[src/hw/rtl/rqb_pkg.sv]
// Shared types and constants of the retry queue with backoff.
package rqb_pkg;

  localparam int unsigned FUNC_W     = 3;
  localparam int unsigned KEY_W      = 32;
  localparam int unsigned IDX_W      = 5;
  localparam int unsigned RETRY_W    = 8;
  localparam int unsigned TIME_W     = 32;
  localparam int unsigned JIT_W      = 10;
  localparam int unsigned DELAY_W    = 20;
  localparam int unsigned CNT_W      = 6;
  localparam int unsigned CFG_IDX_W  = 1;
  localparam int unsigned CFG_DATA_W = 20;

  localparam logic [DELAY_W-1:0] BASE_RESET = 20'd2000;
  localparam logic [DELAY_W-1:0] MAX_RESET  = 20'd60000;

  typedef enum logic [FUNC_W-1:0] {
    FUNC_ADD     = 3'd0,
    FUNC_SCHED   = 3'd1,
    FUNC_REMOVE  = 3'd2,
    FUNC_FIND    = 3'd3,
    FUNC_SUMMARY = 3'd4
  } func_e;

  typedef enum logic [CFG_IDX_W-1:0] {
    CFG_BASE = 1'b0,
    CFG_MAX  = 1'b1
  } cfg_idx_e;

  typedef struct packed {
    logic [FUNC_W-1:0]  func;
    logic [KEY_W-1:0]   key;
    logic               manual;
    logic [IDX_W-1:0]   index;
    logic [RETRY_W-1:0] retries;
    logic [TIME_W-1:0]  after_ms;
    logic               jitter_en;
    logic [JIT_W-1:0]   jitter;
    logic [TIME_W-1:0]  now_ms;
  } in_t;

  typedef struct packed {
    logic               ok;
    logic               ready_found;
    logic [IDX_W-1:0]   ready_index;
    logic [KEY_W-1:0]   ready_key;
    logic               ready_manual;
    logic [RETRY_W-1:0] ready_retries;
    logic [DELAY_W-1:0] backoff_ms;
    logic [CNT_W-1:0]   ready_total;
    logic [CNT_W-1:0]   delayed_total;
  } out_t;

  typedef struct packed {
    logic load;
    logic scan_run;
    logic bo_start;
    logic commit;
  } cmd_t;

  typedef struct packed {
    logic [FUNC_W-1:0] func;
    logic              key_zero;
    logic              idx_ok;
    logic              hit;
    logic              last;
    logic              bo_done;
  } status_t;

endpackage

[src/hw/rtl/rqb_backoff.sv]
// Iterative backoff delay unit: one doubling per cycle, then cap and jitter.
module rqb_backoff (
  input  logic                          clk_i,
  input  logic                          rst_ni,
  input  logic                          start_i,
  input  logic [rqb_pkg::RETRY_W-1:0]   retries_i,
  input  logic [rqb_pkg::TIME_W-1:0]    after_i,
  input  logic                          jit_on_i,
  input  logic [rqb_pkg::JIT_W-1:0]     jitter_i,
  input  logic [rqb_pkg::DELAY_W-1:0]   base_i,
  input  logic [rqb_pkg::DELAY_W-1:0]   max_i,
  output logic                          done_o,
  output logic [rqb_pkg::DELAY_W-1:0]   delay_o
);
  import rqb_pkg::*;

  typedef enum logic {
    BO_IDLE,
    BO_RUN
  } bo_state_e;

  bo_state_e          state_q;
  logic [DELAY_W-1:0] b_q;
  logic [RETRY_W-1:0] cnt_q;
  logic [DELAY_W-1:0] delay_q;
  logic               done_q;

  logic [DELAY_W-1:0] half;
  logic               stop_thr;
  logic               stop;
  logic [DELAY_W-1:0] fin_b;
  logic [DELAY_W-1:0] cap_b;
  logic [DELAY_W:0]   sum_b;
  logic [DELAY_W-1:0] jit_b;
  logic [DELAY_W-1:0] out_b;
  logic [DELAY_W-1:0] after_cap;

  assign half     = max_i >> 1;
  assign stop_thr = (cnt_q != '0) && (b_q >= half);
  // a zero delay never grows, so the loop can end early
  assign stop     = (cnt_q == '0) || stop_thr || (b_q == '0);
  assign fin_b    = stop_thr ? max_i : b_q;
  assign cap_b    = (fin_b > max_i) ? max_i : fin_b;
  assign sum_b    = (DELAY_W+1)'(cap_b) + (DELAY_W+1)'(jitter_i);
  assign jit_b    = (sum_b <= (DELAY_W+1)'(max_i)) ? sum_b[DELAY_W-1:0] : max_i;
  assign out_b    = jit_on_i ? jit_b : cap_b;
  assign after_cap = (after_i > TIME_W'(max_i)) ? max_i : after_i[DELAY_W-1:0];

  always_ff @(posedge clk_i or negedge rst_ni) begin
    if (!rst_ni) begin
      state_q <= BO_IDLE;
      b_q     <= '0;
      cnt_q   <= '0;
      delay_q <= '0;
      done_q  <= 1'b0;
    end else begin
      done_q <= 1'b0;
      case (state_q)
        BO_IDLE: begin
          if (start_i) begin
            if (after_i != '0) begin
              delay_q <= after_cap;
              done_q  <= 1'b1;
            end else begin
              b_q     <= base_i;
              cnt_q   <= (retries_i > RETRY_W'(1)) ? retries_i - RETRY_W'(1) : '0;
              state_q <= BO_RUN;
            end
          end
        end
        BO_RUN: begin
          if (stop) begin
            delay_q <= out_b;
            done_q  <= 1'b1;
            state_q <= BO_IDLE;
          end else begin
            b_q   <= {b_q[DELAY_W-2:0], 1'b0};
            cnt_q <= cnt_q - RETRY_W'(1);
          end
        end
        default: state_q <= BO_IDLE;
      endcase
    end
  end

  assign done_o  = done_q;
  assign delay_o = delay_q;

  a_done_when_idle: assert property (@(posedge clk_i) disable iff (!rst_ni)
    done_q |-> (state_q == BO_IDLE))
    else $error("backoff done raised while still iterating");

endmodule

[src/hw/rtl/rqb_datapath.sv]
// Retry table datapath: entry memories, slot scan, commit writes and result word.
module rqb_datapath #(
  parameter int unsigned QUEUE_DEPTH = 32
) (
  input  logic                            clk_i,
  input  logic                            rst_ni,
  input  rqb_pkg::in_t                    in_i,
  input  logic                            cfg_we_i,
  input  logic [rqb_pkg::CFG_IDX_W-1:0]   cfg_idx_i,
  input  logic [rqb_pkg::CFG_DATA_W-1:0]  cfg_data_i,
  input  rqb_pkg::cmd_t                   cmd_i,
  output rqb_pkg::status_t                status_o,
  output logic                            result_valid_o,
  output rqb_pkg::out_t                   result_o
);
  import rqb_pkg::*;

  localparam int unsigned IW = $clog2(QUEUE_DEPTH);
  localparam int unsigned CW = (IW + 1 > IDX_W) ? IW + 1 : IDX_W;
  localparam logic [IW-1:0] LAST = IW'(QUEUE_DEPTH - 1);

  // configuration
  logic [DELAY_W-1:0] base_q;
  logic [DELAY_W-1:0] max_q;

  always_ff @(posedge clk_i or negedge rst_ni) begin
    if (!rst_ni) begin
      base_q <= BASE_RESET;
      max_q  <= MAX_RESET;
    end else if (cfg_we_i) begin
      case (cfg_idx_i)
        CFG_BASE: base_q <= cfg_data_i;
        CFG_MAX:  max_q  <= cfg_data_i;
        default: ;
      endcase
    end
  end

  // latched command word
  in_t op_q;

  always_ff @(posedge clk_i) begin
    if (cmd_i.load) begin
      op_q <= in_i;
    end
  end

  // entry storage
  logic [KEY_W-1:0]   key_mem  [QUEUE_DEPTH];
  logic               man_mem  [QUEUE_DEPTH];
  logic [RETRY_W-1:0] ret_mem  [QUEUE_DEPTH];
  logic [TIME_W-1:0]  time_mem [QUEUE_DEPTH];
  logic [QUEUE_DEPTH-1:0] valid_q;

  // scan state
  logic [IW-1:0]      ptr_q;
  logic               issue_done_q;
  logic               rd_vld_q;
  logic               match_found_q;
  logic               free_found_q;
  logic               found_q;
  logic [CNT_W-1:0]   ready_cnt_q;
  logic [CNT_W-1:0]   delayed_cnt_q;

  logic [IW-1:0]      rd_slot_q;
  logic               vld_rd_q;
  logic [KEY_W-1:0]   key_rd_q;
  logic               man_rd_q;
  logic [RETRY_W-1:0] ret_rd_q;
  logic [TIME_W-1:0]  time_rd_q;
  logic [IW-1:0]      match_slot_q;
  logic [IW-1:0]      free_slot_q;
  logic [IW-1:0]      fnd_slot_q;
  logic [KEY_W-1:0]   fnd_key_q;
  logic               fnd_man_q;
  logic [RETRY_W-1:0] fnd_ret_q;

  logic               issue;
  logic               eval;
  logic [TIME_W-1:0]  diff;
  logic               due;
  logic               key_hit;
  logic               due_hit;
  logic               is_add;
  logic               is_find;
  logic               is_sum;
  logic               idx_ok;
  logic [IW-1:0]      idx_slot;

  // backoff unit
  logic               bo_done;
  logic [DELAY_W-1:0] bo_delay;

  rqb_backoff u_backoff (
    .clk_i     (clk_i),
    .rst_ni    (rst_ni),
    .start_i   (cmd_i.bo_start),
    .retries_i (op_q.retries),
    .after_i   (op_q.after_ms),
    .jit_on_i  (op_q.jitter_en),
    .jitter_i  (op_q.jitter),
    .base_i    (base_q),
    .max_i     (max_q),
    .done_o    (bo_done),
    .delay_o   (bo_delay)
  );

  assign is_add   = (op_q.func == FUNC_ADD);
  assign is_find  = (op_q.func == FUNC_FIND);
  assign is_sum   = (op_q.func == FUNC_SUMMARY);
  assign idx_ok   = CW'(op_q.index) < CW'(QUEUE_DEPTH);
  assign idx_slot = IW'(op_q.index);

  assign issue   = cmd_i.scan_run & ~issue_done_q;
  assign eval    = cmd_i.scan_run & rd_vld_q;
  // due when zero, or when now - next time is not negative as a signed word
  assign diff    = op_q.now_ms - time_rd_q;
  assign due     = (time_rd_q == '0) | ~diff[TIME_W-1];
  assign key_hit = vld_rd_q & (key_rd_q == op_q.key);
  assign due_hit = vld_rd_q & due;

  assign status_o.func     = op_q.func;
  assign status_o.key_zero = (op_q.key == '0);
  assign status_o.idx_ok   = idx_ok;
  assign status_o.hit      = eval & ((is_add & key_hit) | (is_find & due_hit));
  assign status_o.last     = eval & (rd_slot_q == LAST);
  assign status_o.bo_done  = bo_done;

  // commit: writes and result word
  logic               we_key;
  logic               we_man;
  logic               we_ret;
  logic               we_time;
  logic               set_valid;
  logic               clr_valid;
  logic [IW-1:0]      waddr;
  logic               wman;
  logic [RETRY_W-1:0] wret;
  logic [TIME_W-1:0]  wtime;
  logic [TIME_W-1:0]  next_time;
  out_t               res_d;
  out_t               res_q;
  logic               res_valid_q;

  assign next_time = op_q.now_ms + TIME_W'(bo_delay);

  always_comb begin
    res_d     = '0;
    we_key    = 1'b0;
    we_man    = 1'b0;
    we_ret    = 1'b0;
    we_time   = 1'b0;
    set_valid = 1'b0;
    clr_valid = 1'b0;
    waddr     = '0;
    wman      = op_q.manual;
    wret      = '0;
    wtime     = '0;
    if (cmd_i.commit) begin
      case (op_q.func)
        FUNC_ADD: begin
          if (op_q.key != '0) begin
            if (match_found_q) begin
              // bump: due now, manual flag only ever set
              waddr    = match_slot_q;
              we_time  = 1'b1;
              we_man   = op_q.manual;
              wman     = 1'b1;
              res_d.ok = 1'b1;
            end else if (free_found_q) begin
              waddr     = free_slot_q;
              we_key    = 1'b1;
              we_man    = 1'b1;
              we_ret    = 1'b1;
              we_time   = 1'b1;
              set_valid = 1'b1;
              res_d.ok  = 1'b1;
            end
          end
        end
        FUNC_SCHED: begin
          if (idx_ok) begin
            waddr            = idx_slot;
            we_ret           = 1'b1;
            we_time          = 1'b1;
            wret             = op_q.retries;
            wtime            = next_time;
            res_d.ok         = 1'b1;
            res_d.backoff_ms = bo_delay;
          end
        end
        FUNC_REMOVE: begin
          if (idx_ok) begin
            waddr     = idx_slot;
            clr_valid = 1'b1;
            res_d.ok  = 1'b1;
          end
        end
        FUNC_FIND: begin
          if (found_q) begin
            res_d.ok            = 1'b1;
            res_d.ready_found   = 1'b1;
            res_d.ready_index   = IDX_W'(fnd_slot_q);
            res_d.ready_key     = fnd_key_q;
            res_d.ready_manual  = fnd_man_q;
            res_d.ready_retries = fnd_ret_q;
          end
        end
        FUNC_SUMMARY: begin
          res_d.ok            = 1'b1;
          res_d.ready_total   = ready_cnt_q;
          res_d.delayed_total = delayed_cnt_q;
        end
        default: ;
      endcase
    end
  end

  // control side of the scan, valid bits, result strobe
  always_ff @(posedge clk_i or negedge rst_ni) begin
    if (!rst_ni) begin
      valid_q       <= '0;
      ptr_q         <= '0;
      issue_done_q  <= 1'b0;
      rd_vld_q      <= 1'b0;
      match_found_q <= 1'b0;
      free_found_q  <= 1'b0;
      found_q       <= 1'b0;
      ready_cnt_q   <= '0;
      delayed_cnt_q <= '0;
      res_valid_q   <= 1'b0;
    end else begin
      res_valid_q <= cmd_i.commit;
      rd_vld_q    <= issue;
      if (set_valid) valid_q[waddr] <= 1'b1;
      if (clr_valid) valid_q[waddr] <= 1'b0;
      if (cmd_i.load) begin
        ptr_q         <= '0;
        issue_done_q  <= 1'b0;
        match_found_q <= 1'b0;
        free_found_q  <= 1'b0;
        found_q       <= 1'b0;
        ready_cnt_q   <= '0;
        delayed_cnt_q <= '0;
      end else begin
        if (issue) begin
          ptr_q <= ptr_q + IW'(1);
          if (ptr_q == LAST) issue_done_q <= 1'b1;
        end
        if (eval) begin
          if (is_add && key_hit) match_found_q <= 1'b1;
          if (is_add && !vld_rd_q) free_found_q <= 1'b1;
          if (is_find && due_hit) found_q <= 1'b1;
          if (is_sum && vld_rd_q) begin
            if (due) ready_cnt_q   <= ready_cnt_q + CNT_W'(1);
            else     delayed_cnt_q <= delayed_cnt_q + CNT_W'(1);
          end
        end
      end
    end
  end

  // memories and captured payload
  always_ff @(posedge clk_i) begin
    if (we_key)  key_mem[waddr]  <= op_q.key;
    if (we_man)  man_mem[waddr]  <= wman;
    if (we_ret)  ret_mem[waddr]  <= wret;
    if (we_time) time_mem[waddr] <= wtime;
    if (issue) begin
      rd_slot_q <= ptr_q;
      vld_rd_q  <= valid_q[ptr_q];
      key_rd_q  <= key_mem[ptr_q];
      man_rd_q  <= man_mem[ptr_q];
      ret_rd_q  <= ret_mem[ptr_q];
      time_rd_q <= time_mem[ptr_q];
    end
    if (eval) begin
      if (is_add && !vld_rd_q && !free_found_q) free_slot_q <= rd_slot_q;
      if (is_add && key_hit) match_slot_q <= rd_slot_q;
      if (is_find && due_hit && !found_q) begin
        fnd_slot_q <= rd_slot_q;
        fnd_key_q  <= key_rd_q;
        fnd_man_q  <= man_rd_q;
        fnd_ret_q  <= ret_rd_q;
      end
    end
    if (cmd_i.commit) res_q <= res_d;
  end

  assign result_valid_o = res_valid_q;
  assign result_o       = res_q;

  a_last_after_issue: assert property (@(posedge clk_i) disable iff (!rst_ni)
    status_o.last |-> issue_done_q)
    else $error("last slot evaluated before it was read");

  a_found_still_valid: assert property (@(posedge clk_i) disable iff (!rst_ni)
    (cmd_i.commit && is_find && found_q) |-> valid_q[fnd_slot_q])
    else $error("reported ready slot is not valid");

endmodule

[src/hw/rtl/rqb_ctrl.sv]
// Operation sequencer: decode, table scan, backoff wait and commit.
module rqb_ctrl (
  input  logic              clk_i,
  input  logic              rst_ni,
  input  logic              start_i,
  output logic              busy_o,
  input  rqb_pkg::status_t  status_i,
  output rqb_pkg::cmd_t     cmd_o
);
  import rqb_pkg::*;

  typedef enum logic [2:0] {
    S_IDLE,
    S_DECODE,
    S_SCAN,
    S_BACKOFF,
    S_COMMIT
  } state_e;

  state_e state_q;
  state_e state_d;

  always_comb begin
    state_d = state_q;
    cmd_o   = '0;
    case (state_q)
      S_IDLE: begin
        if (start_i) begin
          cmd_o.load = 1'b1;
          state_d    = S_DECODE;
        end
      end
      S_DECODE: begin
        case (status_i.func)
          FUNC_ADD: begin
            state_d = status_i.key_zero ? S_COMMIT : S_SCAN;
          end
          FUNC_SCHED: begin
            if (status_i.idx_ok) begin
              cmd_o.bo_start = 1'b1;
              state_d        = S_BACKOFF;
            end else begin
              state_d = S_COMMIT;
            end
          end
          FUNC_FIND, FUNC_SUMMARY: state_d = S_SCAN;
          default:                 state_d = S_COMMIT;
        endcase
      end
      S_SCAN: begin
        cmd_o.scan_run = 1'b1;
        if (status_i.hit || status_i.last) state_d = S_COMMIT;
      end
      S_BACKOFF: begin
        if (status_i.bo_done) state_d = S_COMMIT;
      end
      S_COMMIT: begin
        cmd_o.commit = 1'b1;
        state_d      = S_IDLE;
      end
      default: state_d = S_IDLE;
    endcase
  end

  always_ff @(posedge clk_i or negedge rst_ni) begin
    if (!rst_ni) begin
      state_q <= S_IDLE;
    end else begin
      state_q <= state_d;
    end
  end

  assign busy_o = (state_q != S_IDLE);

endmodule

[src/hw/rtl/retry_queue_with_backoff_top.sv]
// Retry queue with exponential backoff: top level.
// From accept, each operation passes decode and commit before the registered result
// strobe; add, find_ready and summary scan in between until a hit or the last slot, one
// slot a cycle through the registered read port; schedule_retry waits for the backoff
// unit: one doubling a cycle, at most 19 before the ceiling, unless the delay is explicit.
// A new word is taken in the cycle the result strobe is up; the receiver cannot stall.
// Reset clears all valid bits at once and loads base 2000 ms, max 60000 ms.
module retry_queue_with_backoff_top #(
  parameter int unsigned QUEUE_DEPTH = 32
) (
  input  logic                            clk_i,
  input  logic                            rst_ni,
  input  logic                            start,
  output logic                            busy,
  input  rqb_pkg::in_t                    in_i,
  input  logic                            cfg_we_i,
  input  logic [rqb_pkg::CFG_IDX_W-1:0]   cfg_idx_i,
  input  logic [rqb_pkg::CFG_DATA_W-1:0]  cfg_data_i,
  output logic                            result_valid_o,
  output rqb_pkg::out_t                   result_o
);
  import rqb_pkg::*;

  cmd_t    cmd;
  status_t status;

  rqb_ctrl u_ctrl (
    .clk_i    (clk_i),
    .rst_ni   (rst_ni),
    .start_i  (start),
    .busy_o   (busy),
    .status_i (status),
    .cmd_o    (cmd)
  );

  rqb_datapath #(
    .QUEUE_DEPTH (QUEUE_DEPTH)
  ) u_datapath (
    .clk_i          (clk_i),
    .rst_ni         (rst_ni),
    .in_i           (in_i),
    .cfg_we_i       (cfg_we_i),
    .cfg_idx_i      (cfg_idx_i),
    .cfg_data_i     (cfg_data_i),
    .cmd_i          (cmd),
    .status_o       (status),
    .result_valid_o (result_valid_o),
    .result_o       (result_o)
  );

  a_strobe_single: assert property (@(posedge clk_i) disable iff (!rst_ni)
    result_valid_o |=> !result_valid_o)
    else $error("result strobe held longer than one cycle");

  a_busy_after_accept: assert property (@(posedge clk_i) disable iff (!rst_ni)
    (start && !busy) |=> busy)
    else $error("accepted word did not raise busy");

endmodule
[config.mk]
export PLATFORM = sky130hd
export DESIGN_NAME = retry_queue_with_backoff_top
export DESIGN_NICKNAME = d
export VERILOG_FILES = /design/src/hw/rtl/rqb_pkg.sv /design/src/hw/rtl/rqb_backoff.sv /design/src/hw/rtl/rqb_datapath.sv /design/src/hw/rtl/rqb_ctrl.sv /design/src/hw/rtl/retry_queue_with_backoff_top.sv
export SDC_FILE = /design/constraint.sdc
export NUM_CORES = 2
export LEC_CHECK = 0
export BUFFER_PORTS_ARGS = -buffer_cell sky130_fd_sc_hd__buf_2
export CAP_MARGIN = 20
export CORE_AREA = 3 3 572 574
export CTS_BUF_LIST = sky130_fd_sc_hd__clkbuf_4 sky130_fd_sc_hd__clkbuf_8
export DETAILED_ROUTE_END_ITERATION = 12
export DIE_AREA = 0 0 575 577
export PLACE_DENSITY = 0.51
export SKIP_LAST_GASP = 1
export SLEW_MARGIN = 0
export SYNTH_ARGS = -nofsm -noshare
export SYNTH_HDL_FRONTEND = slang
export SYNTH_SLANG_ARGS = --single-unit
[constraint.sdc]
create_clock -name clk_i -period 8.7 [get_ports clk_i]
set_clock_uncertainty 0.15 [all_clocks]
set_input_delay 1.305 -clock clk_i [delete_from_list [all_inputs] [get_ports clk_i]]
set_output_delay 1.305 -clock clk_i [all_outputs]
set_load 0.005 [all_outputs]
Word-level counts from Yosys, hierarchy flattened
Memory sizes are Yosys's and may differ from the RTL's. A register that Yosys moved wholly into a read port is not among the register bits. Cells that the tools add are included.

Order comparisons: 8. Multiplexer cells: 106. Bitwise logic cells: 17. Reduce and logical (&&, ||, !) cells: 50. Equality and inequality tests: 20. $add $sub $neg: 8.

Operators with widths (count): $mux W20 (11); $mux W32 (4); $pmux W20 S2 (2); $logic_not A32 Y1 (2); $reduce_bool A32 Y1 (2); $mux W1 (53); $mux W48 (1); $mux W6 (8); $mux W8 (6); $add A32 B20 Y32 (1); $and A32 B32 Y32 (1); $eq A32 B32 Y1 (1); $gt A32 B20 Y1 (1); $not A32 Y32 (1); $or A32 B32 Y32 (1); $sub A32 B32 Y32 (1); $mux W5 (6); $add A20 B10 Y21 (1); $le A21 B20 Y1 (1); $ge A20 B19 Y1 (1); $gt A20 B20 Y1 (1); $logic_not A20 Y1 (1); $reduce_and A2 Y1 (10); $pmux W8 S2 (1); other kinds (34) (91).

Memories: 4. Logic and storage cells: 257. Memory bits (writable): 2336. Register bits: 414. Input port bits: 149.

Memories: u_datapath.key_mem (words 32, bits a word 32, rd ports 1, clocked after Yosys merged registers in 1, write ports 1, line rqb_datapath.sv:49) `logic [KEY_W-1:0] key_mem [QUEUE_DEPTH];`; u_datapath.time_mem (words 32, bits a word 32, rd ports 1, clocked after Yosys merged registers in 1, write ports 1, line rqb_datapath.sv:52) `logic [TIME_W-1:0] time_mem [QUEUE_DEPTH];`; u_datapath.ret_mem (words 32, bits a word 8, rd ports 1, clocked after Yosys merged registers in 1, write ports 1, line rqb_datapath.sv:51) `logic [RETRY_W-1:0] ret_mem [QUEUE_DEPTH];`; u_datapath.man_mem (words 32, bits a word 1, rd ports 1, clocked after Yosys merged registers in 1, write ports 1, line rqb_datapath.sv:50) `logic man_mem [QUEUE_DEPTH];`.

Depth between registers and ports, before layout
Word-level depth: 13. Mapped depth: 46.

Hierarchy
A second synthesis with hierarchy kept.

Cells, all modules: 5541. Area, all modules: 113741.6 µm².

Modules (own cells, without submodules): rqb_datapath (times used 1, cells an instance 4716, seq. area each 82720.6 µm², area each 107089.0 µm²); rqb_backoff (times used 1, cells an instance 796, seq. area each 1251.2 µm², area each 6409.9 µm²); rqb_ctrl (times used 1, cells an instance 29, seq. area each 75.1 µm², area each 242.7 µm²).

Worst setup path after synthesis
Ideal clock, no wire load.

Path type: reg-to-reg. Start point: reg u_datapath.max_q[14]. End point: reg u_datapath.u_backoff.delay_q[7], in the netlist u_datapath.u_backoff.delay_o[7]. Path buffers: 7. Arrival: 9.044 ns. Period minus slack after synthesis: 9.324 ns. Setup slack: -0.624 ns. Setup time: 0.130 ns. Stages on the path, launching flop included: 42. Path through: dfstp_2 clkinv_1 ha_1 a21oi_1 o21a_1 o22ai_1 a211o_1 nand2_1 clkbuf_1 buf_1 clkbuf_1 nand2_1 o21ai_0 ha_1 nand4_1 or4_1 or3_1 o21ai_2 (+6 left out) a211oi_1 nor2_1 o22ai_1 o21a_1 clkbuf_1 and3b_1 xnor2_1 o21ai_0 ha_1 nand4_1 or4_1 o221a_2 or3_1 or3_1 clkbuf_1 clkbuf_1 o22ai_1 o31ai_1.

Longest elaborated chain between the ends: 11. Elaborated cells between the ends (all ways): 19. Those cells by class: add/sub: 1; order compare: 4; eq/ne: 1; mux: 9; reduce/logical: 4.

RTL lines: start, declared (line rqb_datapath.sv:24) `logic [DELAY_W-1:0] max_q;`; start signal, assigned (line rqb_datapath.sv:33) `CFG_MAX: max_q <= cfg_data_i;`; $ge A20 B19 Y1 (line rqb_backoff.sv:39) `assign stop_thr = (cnt_q != '0) && (b_q >= half);`; $logic_and A1 B1 Y1 (line rqb_backoff.sv:39); $mux W20 (line rqb_backoff.sv:42) `assign fin_b = stop_thr ? max_i : b_q;`; $gt A20 B20 Y1 (line rqb_backoff.sv:43) `assign cap_b = (fin_b > max_i) ? max_i : fin_b;`; $mux W20 (line rqb_backoff.sv:43); $add A20 B10 Y21 (line rqb_backoff.sv:44) `assign sum_b = (DELAY_W+1)'(cap_b) + (DELAY_W+1)'(jitter_i);`; $le A21 B20 Y1 (line rqb_backoff.sv:45) `assign jit_b = (sum_b <= (DELAY_W+1)'(max_i)) ? sum_b[DELAY_W-1:0] : max_i;`; $mux W20 (line rqb_backoff.sv:45); $mux W20 (line rqb_backoff.sv:46) `assign out_b = jit_on_i ? jit_b : cap_b;`; $mux W20 (line rqb_backoff.sv:72) `if (stop) begin`; $pmux W20 S2 (line rqb_backoff.sv:58) `case (state_q)`; end signal, assigned (line rqb_backoff.sv:62) `delay_q <= after_cap;`; end signal, assigned (line rqb_backoff.sv:73) `delay_q <= out_b;`; end, declared (line rqb_backoff.sv:25) `logic [DELAY_W-1:0] delay_q;`.

Parallel ways exist; a longest one is shown, timed or not. The select of a mux whose other input is x is not followed. A chain may end at the register's enable or synchronous reset.

Worst setup path in the final report
Start point: reg u_datapath.max_q[5]. End point: reg u_datapath.u_backoff.delay_q[1], in the netlist u_datapath.u_backoff.delay_o[1].

Same word-level chain as after synthesis.

==> reports/results.ini <==
[status]
status=finished clean

[sta]
setup_violations=0
rsz0062_at_grt=true
slew-limit-headroom_pct=23.4
hold_viol=0
worstMarginPinSlew_ps=1150
final_max_slew_viol_count=0
max_freq_ghz=0.119
finalWorstSetupSlack_ps=264
whs_ps=262
fin_crit_sh_pct=97.0
finalCriticalPeriod_ps=8440

[synth]
ys_ff_latch=2823
synth_compound_area_share_pct=2.43
ys.flop_type=edfxtp_1
yosys.area.top_type=edfxtp_1
synth_xor_area_share_pct=0.630
syn-num-nets=5749
async_flop_share_pct=5.24
ys_warn_count=0
syn_area_per_cell_um2=20.6
syn_inst=5451
syn-cell-area_um2=113000
synthAdderAreaFrac_pct=1.67
synth_mux_area_share_pct=16.3
yosysUniqueCellTypes=74
synthTopCellsByArea=edfxtp_1 (71%), mux4_2 (15%), dfrtp_1 (3.0%)
synth_edf_count=2675
yosysTopAreaCellShare_pct=71.4
synth_top_family_by_area=multiplexers
yosys.area_share.simple_pct=3.14
yosysSeqAreaShare_pct=74.7

[global_route]
track_usage_pct=19.1
grt_overflow=0
grt_pass1_vias=60400
grt_first_pass_wirelength_um=457000
grt_antenna_before_repair=17
grt_max_degree=130

[pwr]
p_switching_mw=9.25
ir_drop_mv=0.230
power.total_mw=34.1
combPwrFrac_pct=19.2
seq_power_share_pct=47.3
power_frac_clock_pct=33.5
p_int_mw=24.8
power_density_nw_per_um2=260
switching_share_pct=27.2
leakage_nw=43.8

[cts]
clockBufferDepth=4
cts_sinks=2823
cts_buffers=457
htree_levels=5
clk_latency_ps=1030
clockRootBuffer=clkbuf_8
cts_tree=yes
path_clk_slew_ps=60

[die]
die_area_um2=332000
die_w_um=575
core-area_um2=323000
boundaryPins=231
start_util_pct=34.8
num_rows=209
die_height_um=577

[detailed_routing]
dr.first_iter.drc_count=5713
dr.pass1.iters=5
drc=0
post_drt_via_cell_ratio=5.35
dr_total_vias=58300
finalWirelength_um=322000
wl_per_cell_um=29.5
ant_nets=0

[setup_path]
cp_max_fo=14
slowest_stage=or4_4
crit_arrival_ps=9150
critPathLaunchType=flop
cp.required_ps=9410
path_class=flop to flop
max_stage_delay_ps=570
cp-end-kind=flop

[placed_design]
portBuffers=230
placed_cells=10000
place_congestion=0.859
dp_hpwl_um=186000
dp_slack_ps=-297

[worst_hold_path]
worstHoldPathType=flop to flop

[finish]
nets=6515
final_cells=10900
area_growth_pct=16.5
drive_gt1_share_pct=35.1

[job]
maxCapViolCount=0

-- worst paths after layout --
kind,endpoint,cells after the start,slack (ps),startpoint
max reg2reg,u_datapath.u_backoff.delay_o[1]$_DFFE_PN0P_,37,260,u_datapath.max_q[5]$_DFFE_PN1P_
max,u_datapath.u_backoff.delay_o[1]$_DFFE_PN0P_,37,260,u_datapath.max_q[5]$_DFFE_PN1P_
max in group asynchronous,u_datapath.ptr_q[4]$_DFFE_PN0P_,3,6520,rst_ni
min in group asynchronous,u_datapath.base_q[13]$_DFFE_PN0P_,2,650,rst_ni
min reg2reg,u_datapath.fnd_ret_q[4]$_DFFE_PP_,0,260,u_datapath.ret_rd_q[4]$_DFFE_PP_
min,u_datapath.fnd_ret_q[4]$_DFFE_PP_,0,260,u_datapath.ret_rd_q[4]$_DFFE_PP_
-- power groups by stage --
| stage | Clock [mW] | Combinational [mW] | Sequential [mW] |
|---|---|---|---|
| detailed placement | 0 | 6.59 | 16.4 |
| global placement | 0 | 6.54 | 16.4 |
| global route | 12.4 | 7.04 | 16.1 |
| floorplan | 0 | 4.45 | 16.2 |
| finish | 11.4 | 6.54 | 16.1 |
| CTS | 11.7 | 6.61 | 16.1 |
-- cells in the mapped netlist (44+ instances only) --
master       n
buf_1       67
mux2_2     119
mux4_2     740
o21ai_0    111
ha_1       147
edfxtp_1  2675
xnor2_1     50
nand2_1    144
and2_1      63
dfrtp_1    135
a21oi_1    120
nor2_1     263
inv_1       85
clkbuf_1   178
nor4_1      44
-- registers in the layout, summed over array words and instances, names as in the netlist, 8 cells and up --
register / count
u_datapath.result_o: 80
u_datapath.u_backoff.b_q: 20
u_datapath.max_q: 20
u_datapath.fnd_key_q: 32
u_datapath.time_mem: 1024
u_datapath.base_q: 20
u_datapath.valid_q: 32
u_datapath.time_rd_q: 32
u_datapath.ret_rd_q: 8
u_datapath.key_rd_q: 32
u_datapath.ret_mem: 256
u_datapath.u_backoff.delay_o: 20
u_datapath.key_mem: 1024
u_datapath.fnd_ret_q: 8
u_datapath.man_mem: 32
u_datapath.u_backoff.cnt_q: 8
u_datapath.op_q: 116
-- repair_timing --
item / CTS / global route
pin swaps: 2 / 24
cloned: 0 / 4
hold buffers: 1 / 0
gates resized for setup: 5 / 59
setup endpoints to repair: 20 / 20
endpoints found under the hold margin: 29 / 0
buffers inserted: 0 / 15
-- layout make-up --
| class | instances | area (um2) |
|---|---|---|
| clock buffer | 631 | 7710 |
| tap | 4325 | 5410 |
| clock inverter | 183 | 1250 |
| multi-input combinational | 2284 | 28100 |
| fill | 28900 | 192000 |
| inverter | 89 | 347 |
| timing repair buffer | 562 | 4200 |
| antenna | 12 | 30.0 |
| sequential | 2823 | 84100 |
-- stage by stage --
step                cell area (um2)  TNS (ps)  util [%]
CTS                          130000         0      40.3
finish                       131000         0      40.6
global placement             121000     -2350      37.5
floorplan                    113000         0         -
detailed placement           121000     -4140      37.5
global route                 131000      -597      40.6
-- cells by family (layout without fill, tap and decap cells) --
logic type,count (synthesis),count (layout)
AO/OA/AOI/OAI,431,431
XOR/XNOR,81,81
adder cells (fa/ha/maj),149,149
buffers and inverters,345,1465
flip-flops,2823,2823
multiplexers,891,891
other,0,12
AND/OR/NAND/NOR,731,732
-- cells in the final DEF, fill, tap and decap left out, drive strengths merged, types with 14 or more instances in the layout --
cell    instances
edfxtp       2675
mux4          740
clkbuf        636
buf           556
nor2          267
clkinv        156
ha            147
nand2         144
dfrtp         135
a21oi         120
mux2          119
o21ai         115
inv            92
and2           64
xnor2          50
nor4           44
nand4          39
and3           39
mux2i          32
xor2           31
nor3           27
a21o           26
nand3          23
or3            22
a211oi         22
o22ai          22
o21a           21
o22a           16
bufinv         16
o31ai          16
nor2b          16
or4            15
nand2b         14
-- critical path: cells and delay by family (launching register included) --
family,cells,cell delay (ps)
adders and majority gates,5,1500
xor gates and xnor gates,1,120
AOI/OAI and AO/OA,12,2000
and+or+nand+nor,14,3220
DFF,1,560
buffers and inverters,5,740
-- metal layers --
| metal | routed length, um | GRT usage [%] |
|---|---|---|
| met1 | 141000 | 26.9 |
| met5 | 23 | 0 |
| met2 | 155000 | 30.8 |
| met4 | 7400 | 4.66 |
| met3 | 18800 | 3.31 |
(Power assumes the default switching activity.)
